===== src/hw/rtl/sfrl_pkg.sv =====
// sfrl_pkg: sizes, codes and shared types of the sorted free region list
// used by the channel interfaces, the list cell and the top level
`default_nettype none

package sfrl_pkg;

    // table geometry
    localparam int MAX_REGIONS = 64;
    localparam int CNT_W       = $clog2(MAX_REGIONS + 1);
    localparam int OFF_W       = 16;
    localparam int SIZE_W      = 16;
    localparam int KIND_W      = 2;
    localparam int STATUS_W    = 2;

    // request kinds
    localparam logic [KIND_W-1:0] KIND_INSERT = 2'd0;
    localparam logic [KIND_W-1:0] KIND_ALLOC  = 2'd1;
    localparam logic [KIND_W-1:0] KIND_QUERY  = 2'd2;

    // response status codes
    localparam logic [STATUS_W-1:0] ST_OK        = 2'd0;
    localparam logic [STATUS_W-1:0] ST_NOT_FOUND = 2'd1;
    localparam logic [STATUS_W-1:0] ST_FULL      = 2'd2;

    typedef logic [CNT_W-1:0] t_cnt;

    // operation wave that walks the cell chain, one cell per cycle
    typedef struct packed {
        logic              vld;
        logic [KIND_W-1:0] kind;
        logic              drop;      // insert into a full table
        logic              done;      // placed or matched
        logic              shift;     // insert is moving later entries up
        t_cnt              rem;       // used entries from this cell on
        logic [OFF_W-1:0]  key_off;   // insert carry or query key
        logic [SIZE_W-1:0] key_size;  // insert carry or alloc request
        logic [OFF_W-1:0]  res_off;
        logic              has_prev;
        logic [OFF_W-1:0]  last_off;
        logic [OFF_W-1:0]  prev_off;
        logic              prev_vld;
        logic [OFF_W-1:0]  next_off;
        logic              next_vld;
    } t_wave;

    // one response transaction
    typedef struct packed {
        logic [STATUS_W-1:0] status;
        logic [OFF_W-1:0]    alloc_offset;
        logic [OFF_W-1:0]    prev_offset;
        logic                prev_valid;
        logic [OFF_W-1:0]    next_offset;
        logic                next_valid;
    } t_rsp;

endpackage

`default_nettype wire


===== src/hw/rtl/sfrl_cell.sv =====
// sfrl_cell: one table slot (offset, size) plus its stage of the operation wave
// depends on sfrl_pkg for the wave type and codes
`default_nettype none

module sfrl_cell (
    input  wire                        i_clk,
    input  wire                        i_rst_n,
    input  wire sfrl_pkg::t_wave       i_wave,
    input  wire [sfrl_pkg::OFF_W-1:0]  i_right_off,
    input  wire [sfrl_pkg::SIZE_W-1:0] i_right_size,
    output sfrl_pkg::t_wave            o_wave,
    output logic [sfrl_pkg::OFF_W-1:0]  o_off,
    output logic [sfrl_pkg::SIZE_W-1:0] o_size
);
    import sfrl_pkg::*;

    logic [OFF_W-1:0]  r_off;
    logic [SIZE_W-1:0] r_size;
    logic [OFF_W-1:0]  n_off;
    logic [SIZE_W-1:0] n_size;
    t_wave             r_wave;
    t_wave             n_wave;
    logic              cell_used;

    assign cell_used = (i_wave.rem != '0);

    // act on the wave as it passes this slot
    always_comb begin
        n_wave = i_wave;
        n_off  = r_off;
        n_size = r_size;
        if (i_wave.vld) begin
            case (i_wave.kind)
                KIND_INSERT: begin
                    if (!i_wave.drop && !i_wave.done) begin
                        if (!cell_used) begin
                            // first free slot takes the carried entry
                            n_off       = i_wave.key_off;
                            n_size      = i_wave.key_size;
                            n_wave.done = 1'b1;
                        end else if (i_wave.shift || r_off > i_wave.key_off) begin
                            // swap: carried entry lands here, old one moves on
                            n_off           = i_wave.key_off;
                            n_size          = i_wave.key_size;
                            n_wave.key_off  = r_off;
                            n_wave.key_size = r_size;
                            n_wave.shift    = 1'b1;
                        end
                    end
                end
                KIND_ALLOC: begin
                    if (i_wave.done) begin
                        // close the gap behind the removed entry
                        n_off  = i_right_off;
                        n_size = i_right_size;
                    end else if (cell_used && r_size >= i_wave.key_size) begin
                        n_wave.done    = 1'b1;
                        n_wave.res_off = r_off;
                        n_off          = i_right_off;
                        n_size         = i_right_size;
                    end
                end
                KIND_QUERY: begin
                    if (!i_wave.done && cell_used && r_off == i_wave.key_off) begin
                        n_wave.done     = 1'b1;
                        n_wave.prev_vld = i_wave.has_prev;
                        n_wave.prev_off = i_wave.has_prev ? i_wave.last_off : '0;
                        if (i_wave.rem > t_cnt'(1)) begin
                            n_wave.next_vld = 1'b1;
                            n_wave.next_off = i_right_off;
                        end
                    end
                end
                default: begin
                end
            endcase
            // bookkeeping for the next slot
            if (cell_used) begin
                n_wave.last_off = r_off;
                n_wave.has_prev = 1'b1;
                n_wave.rem      = i_wave.rem - t_cnt'(1);
            end
        end
    end

    // wave stage
    always_ff @(posedge i_clk) begin
        if (!i_rst_n) begin
            r_wave.vld <= 1'b0;
        end else begin
            r_wave <= n_wave;
        end
    end

    // slot payload
    always_ff @(posedge i_clk) begin
        r_off  <= n_off;
        r_size <= n_size;
    end

    assign o_wave = r_wave;
    assign o_off  = r_off;
    assign o_size = r_size;

endmodule

`default_nettype wire


===== config.mk =====
export PLATFORM = sky130hd
export DESIGN_NAME = sfrl_cell
export DESIGN_NICKNAME = d
export VERILOG_FILES = /design/src/hw/rtl/sfrl_pkg.sv /design/src/hw/rtl/sfrl_cell.sv
export SDC_FILE = /design/constraint.sdc
export NUM_CORES = 1
export LEC_CHECK = 0
export BUFFER_PORTS_ARGS = -buffer_cell sky130_fd_sc_hd__buf_2
export CAP_MARGIN = 20
export CORE_MARGIN = 2
export CORE_UTILIZATION = 49
export CTS_BUF_LIST = sky130_fd_sc_hd__clkbuf_4 sky130_fd_sc_hd__clkbuf_8 sky130_fd_sc_hd__clkbuf_16
export DETAILED_ROUTE_END_ITERATION = 10
export PLACE_DENSITY = 0.81
export SLEW_MARGIN = 15
export SYNTH_ARGS = -nofsm -noshare
export SYNTH_HDL_FRONTEND = slang
export SYNTH_SLANG_ARGS = --single-unit

===== constraint.sdc =====
create_clock -name i_clk -period 5.4 [get_ports i_clk]
set_input_delay 0.27 -clock i_clk [delete_from_list [all_inputs] [get_ports i_clk]]
set_output_delay 0.27 -clock i_clk [all_outputs]
set_load 0.03 [all_outputs]

==> flow_summary.yaml, run 1 <==
status:
  outcome: "finished clean"
timing:
  holdWs_ns: 0.0793
  hold_viol_final: 0
  fin_setup_tns_ns: 0
  timing.fmax_mhz: 313
  report.final.slew_viol_count: 0
  fin_crit_sh_pct: 59.1
  slew_headroom_pct: 27.8
  period_needed_ns: 3.19
  rsz0062_at_grt: "no"
  tightest_slew_ns: 1.08
  worst_clock_skew_ns: 0.00859
  finalSetupViolCount: 0
die:
  rows: 44
  core_area_mm2: 0.0144
  die-area_mm2: 0.0155
  die_w_um: 125
  die_h_um: 125
  ioPinCount: 290
  floorplan.initialDensity_pct: 49.6
setup_path:
  reg2reg_slack_ns: 2.21
  cp-end-kind: "flop"
  start_kind: "flop"
  arrival_ns: 3.35
  cp_data_required_time_ns: 5.56
  cpPeakStageDelay_ns: 0.89
  critPathBufInv: 0
  crit_fanout: 16
  critical-path-top-delay-family: "simple AND/OR/NAND/NOR gates"
  r2r-start: "o_size[14]"
  r2r_cells: 7
  reg2reg_to: "o_wave[55]"
  cp.depth: 7
  criticalPathCategory: "flop to flop"
  path_cells: "ha_1 > nand4_1 > nor3_1 > o311ai_0 > nand3_1 > and3_1 > mux2_2"
  crit_slowest_cell: "and3_1"
pwr:
  ir_worst_vdd_v: 0.000163
  leakage_nw: 4.06
  powerDensity_mw_per_mm2: 315
clocking:
  numCtsBuffers: 17
  ctsResizeCount: 0
  htreeDepth: 4
  post-cts-setup-buffer-count: 0
  clkTransAtPathRegs_ns: 0.06
  clock_path_buffers: 2
  cts_root_buffer: "clkbuf_16"
  clk_latency_ns: 0.41
  hold_buffers: 0
  clock-sinks: 144
  cts_tree: "done"
place:
  place_area_mm2: 0.00871
  port_buffers: 289
  routabilityCongestion: 0.861
  hpwl_um: 14200
job:
  max_cap_violations: 0
drt:
  viasPerCell: 5.23
  drtIter0Drc: 271
  ant_nets: 0
  firstDrtPassIters: 5
  drt-total-wl_um: 18900
  vias: 5355
  wire_per_inst_um: 18.5
  drcViolationCount: 0
synthesis:
  syn-cell-area_mm2: 0.00712
  yosys.cell_types.count: 43
  ys_ff_latch: 144
  synth_nets: 721
  async_flop_share_pct: 0
  ys.flop_type: "edfxtp_1"
  yosysSeqAreaShare_pct: 60.6
  syn_inst: 537
  synth-edff-count: 143
  yosysWarnings: 0
  synth.avg_cell_area_um2: 13.3
worst_hold_path:
  hold-path-endpoint: "o_wave[108]"
  hold_path_depth: 1
  holdCritStartpoint: "i_wave[108]"
  hold_path.class: "input port to flop"
cells_and_area:
  fin_area_mm2: 0.00930
  area_growth_pct: 30.5
  nFillCells: 1157
  layout.nets: 1009
  multiInputGateArea_mm2: 0.00254
  drive_gt1_share_pct: 49.1
  seqCellArea_mm2: 0.00431
global_routing:
  grt_first_pass_wirelength_um: 28800
  grt_usage_pct: 24.3
  grt_start_max_net_pins: 65
  antenna_found_initial: 2
  grt_pass1_vias: 5384
  gr-total-overflow: 0
## stage by stage
stage / util [%] / setup slack, ns / std cells / power, mW
floorplan: - / 0.732 / 537 / 1.62
global placement: 60.6 / 2.14 / 990 / 1.79
detailed placement: 60.6 / 2.14 / 990 / 1.80
CTS: 64.7 / 2.12 / 1021 / 2.96
global route: 64.7 / 2.03 / 1022 / 3.04
finish: 64.7 / 2.21 / 1023 / 2.93
## worst register-to-register path, cell delays in order (launching register included)
cell and delay [ns]:
edfxtp_1 0.43, ha_1 0.35, nand4_1 0.11, nor3_1 0.30
o311ai_0 0.22, nand3_1 0.21, and3_1 0.89, mux2_2 0.43
## sequential cells by signal, indices dropped and copies added (netlist names)
name / flops
o_wave: 112
o_off: 16
o_size: 16
## cell usage after synthesis (all sizes together), types with 3 or more instances
library cell | number | share of area [%]
edfxtp | 143 | 60
mux2 | 82 | 14
nand2 | 78 | 4.2
o21ai | 55 | 3.9
inv | 41 | 2.2
ha | 38 | 6.7
buf | 12 | 1.4
nor2 | 12 | 0.67
a21oi | 11 | 0.77
clkbuf | 11 | 0.58
nand4 | 7 | 0.61
nand2b | 5 | 0.44
nand3 | 5 | 0.53
nor3 | 4 | 0.44
a311oi | 3 | 0.37
nor4 | 3 | 0.26
o211ai | 3 | 0.32
## routing by layer
metal  share of wire, %  global-route usage (%)
met1                 40                    29.2
met2                 50                    42.2
met3                8.3                    6.79
met4                1.6                    7.67
met5                  0                       0
## cell type report
cell class                 count  area share, %
sequential                   144           46.4
multi-input combinational    329           27.4
timing repair buffer         292           15.8
clock buffer                  18           4.66
tap                          184           2.48
inverter                      41           1.66
clock inverter                13           1.57
antenna                        2         0.0538
## worst max-delay path by stage
stage,startpoint,end,slack (ns)
global route,o_size[14],o_wave[53],2.03
detailed placement,o_size[14],o_wave[55],2.14
CTS,o_size[14],o_wave[52],2.12
global placement,o_size[14],o_wave[53],2.14
floorplan,o_off[7],o_off[0],0.73
finish,o_size[14],o_wave[55],2.21
## logic make-up (layout without fill, tap and decap cells)
family / after synthesis / count (layout) / share of synthesized area, %
compound gates: 86 / 86 / 6.81
xor+xnor: 2 / 2 / 0.246
fa+ha+maj: 38 / 38 / 6.67
buf+inv: 64 / 364 / 4.11
flops: 144 / 144 / 60.6
mux: 83 / 83 / 13.8
other cells: 0 / 2 / 0
simple gates: 120 / 120 / 7.82
## where the power goes
| group | switching, mW | internal [mW] |
|---|---|---|
| Clock | 0.435 | 0.721 |
| Sequential | 0.0244 | 1.31 |
| Combinational | 0.286 | 0.152 |
| Total | 0.746 | 2.19 |
## cell usage in the layout (no fill, tap or decap), types with 13 or more instances in the layout
master       n
mux2_2      69
ha_1        37
mux2_4      13
buf_2      288
o21ai_0     41
edfxtp_1   143
inv_1       41
nand2_1     77
o21ai_1     14
clkbuf_16   17
Note: power is estimated with default switching activity, not from simulation.
==> run 2, diff against run 1 <==
Settings changed: CORE_UTILIZATION 49 to 44, PLACE_DENSITY 0.81 to 0.77.
Clock period 5.4 ns to 2.9 ns, I/O delays scaled along.
==> run 2 against run 1 <==
Net effect:
- register-to-register slack got worse by 2.0 ns
- global-route usage decreased by 1.6 points
- clock power increased by 72%
- critical path depth increased by 1
- die area increased by 11%
- setup slack got worse by 2.0 ns
- via count increased by 0.86%
- combinational power increased by 93%
- highest routed layer unchanged
- hold slack got worse by 0.058 ns
==> flow_summary.yaml, run 2 (synthesized netlist as in run 1, its figures left out) <==
status:
  outcome: "finished clean"
timing:
  worst_clock_skew_ns: 0.00901
  report.final.slew_viol_count: 0
  holdWs_ns: 0.0214
  timing.fmax_mhz: 366
  rsz0062_at_grt: "no"
  fin_crit_sh_pct: 94.2
  period_needed_ns: 2.73
  finalSetupViolCount: 0
  tightest_slew_ns: 0.653
  hold_viol_final: 0
  slew_headroom_pct: 56.5
cells_and_area:
  largest_reg_flops: 112
  multiInputGateArea_mm2: 0.00257
  fin_cells: 1077
  diodes: 0
  final_cell_mix: "buf_2 (288), edfxtp_1 (143), nand2_1 (77)"
  nFillCells: 1269
  area_growth_pct: 34.0
  seqCellArea_mm2: 0.00431
  drive_gt1_share_pct: 49.1
  layout.nets: 1032
  layout_commonest_cell: "buf_2"
setup_path:
  criticalPathCategory: "flop to flop"
  crit_slowest_cell: "a211oi_1"
  start_kind: "flop"
  path_cells: "ha_1 > o21ai_0 > a21oi_1 > o311ai_0 > nand3_1 > a211oi_1 > a311oi_4 > buf_4"
  cp_data_required_time_ns: 3.02
  reg2reg_slack_ns: 0.17
  cp-end-kind: "flop"
  crit_fanout: 32
  r2r_cells: 8
  cpPeakStageDelay_ns: 0.46
  r2r-start: "o_size[1]"
  arrival_ns: 2.85
  reg2reg_to: "o_size[1]"
die:
  die_w_um: 131
  floorplan.initialDensity_pct: 45.0
  core_area_mm2: 0.0158
  die-area_mm2: 0.0172
  die_h_um: 131
  rows: 46
  ioPinCount: 290
drt:
  vias: 5401
  wire_per_inst_um: 18.1
  drcViolationCount: 0
  ant_nets: 0
  firstDrtPassIters: 5
  viasPerCell: 5.01
  drtIter0Drc: 318
  drt-total-wl_um: 19500
clocking:
  ctsResizeCount: 0
  cts_root_buffer: "clkbuf_16"
  post-cts-setup-buffer-count: 0
  htreeDepth: 4
  numCtsBuffers: 17
  clock_path_buffers: 2
  clk_latency_ns: 0.41
  cts_tree: "done"
  clock-sinks: 144
  clkTransAtPathRegs_ns: 0.06
place:
  hpwl_um: 14600
  routabilityCongestion: 0.815
  place_inst: 1034
  port_buffers: 289
pwr:
  powerDensity_mw_per_mm2: 558
  ir_worst_vdd_v: 0.000377
  leakage_nw: 4.15
  power_mw: 5.32
global_routing:
  grt_first_pass_wirelength_um: 29800
  grt.busiest_layer: "met2"
  grt_pass1_vias: 5466
  grt_util_met3_pct: 6.71
  grt_usage_pct: 22.7
  grt_start_max_net_pins: 64
  met2_usage_pct: 38.7
  gr-total-overflow: 0
  met1_usage_pct: 27.4
  antenna_found_initial: 1
worst_hold_path:
  hold_path_depth: 3
  holdCritStartpoint: "i_right_size[3]"
  hold_path.class: "input port to flop"
  hold-path-endpoint: "o_size[3]"
job:
  max_cap_violations: 0
[run 2: changes by cell type in the layout (fill, tap and decap cells not counted), moves of 2 or more]
| cell | before | now |
|---|---|---|
| buf_12 | 0 | 3 |
| buf_4 | 4 | 13 |
| dlygate4sd3_1 | 0 | 11 |
| diode_2 | 2 | 0 |
| bufinv_16 | 3 | 1 |
| clkinv_2 | 5 | 3 |
| clkinv_1 | 2 | 6 |
[run 2: cell type report]
| class | count | area share (%) |
|---|---|---|
| Clock inverter | 14 | 1.04 |
| Multi-Input combinational cell | 329 | 26.9 |
| Clock buffer | 18 | 4.53 |
| Timing Repair Buffer | 315 | 17.9 |
| Tap cell | 216 | 2.83 |
| Inverter | 41 | 1.61 |
| Sequential cell | 144 | 45.2 |
[run 2: per-stage QoR]
stage	cell area [um2]	TNS [ns]	worst slack [ns]	util, %
3_3_place_gp	8910	0	0.246	56.3
6_report	9550	0	0.168	60.3
2_1_floorplan	7170	-0.354	-0.0111	-
4_1_cts	9550	0	0.126	60.3
3_5_place_dp	8910	0	0.159	56.3
5_1_grt	9550	0	0.0319	60.3
[run 2: repair_timing]
| action | CTS | global route |
|---|---|---|
| hold buffers | 11 | 0 |
| setup endpoints to repair | 0 | 0 |
| hold endpoints to repair | 11 | 0 |
[run 2: power by group]
group | leakage [nW] | switching (mW) | total, mW | internal (mW)
clock | 0.254 | 0.829 | 2.00 | 1.17
combinational | 2.51 | 0.542 | 0.844 | 0.302
sequential | 1.39 | 0.0429 | 2.49 | 2.44
[run 2: worst max-delay path: cells and delay by family, from the launching register on]
family | cells | cell delay [ns]
compound gates | 5 | 1.14
fa+ha+maj | 1 | 0.30
simple gates | 1 | 0.25
buf+inv | 1 | 0.30
flops | 1 | 0.44
[run 2: how the worst max path moves through the flow]
stage | slack (ns) | end | cells after the start | start
after floorplan | -0.01 | o_off[0] | 6 | o_off[7]
after global placement | 0.25 | o_size[4] | 8 | o_size[1]
after detailed placement | 0.16 | o_size[4] | 8 | o_size[1]
after CTS | 0.13 | o_size[4] | 8 | o_size[1]
after global routing | 0.03 | o_off[4] | 8 | o_size[7]
final | 0.17 | o_size[1] | 8 | o_size[1]
[run 2: routing by layer]
layer / share of wire (%) / vias to the layer above
li1: - / 2599
met1: 41 / 2520
met2: 49 / 256
met3: 7.9 / 26
met5: 0 / -
met4: 2.1 / 0
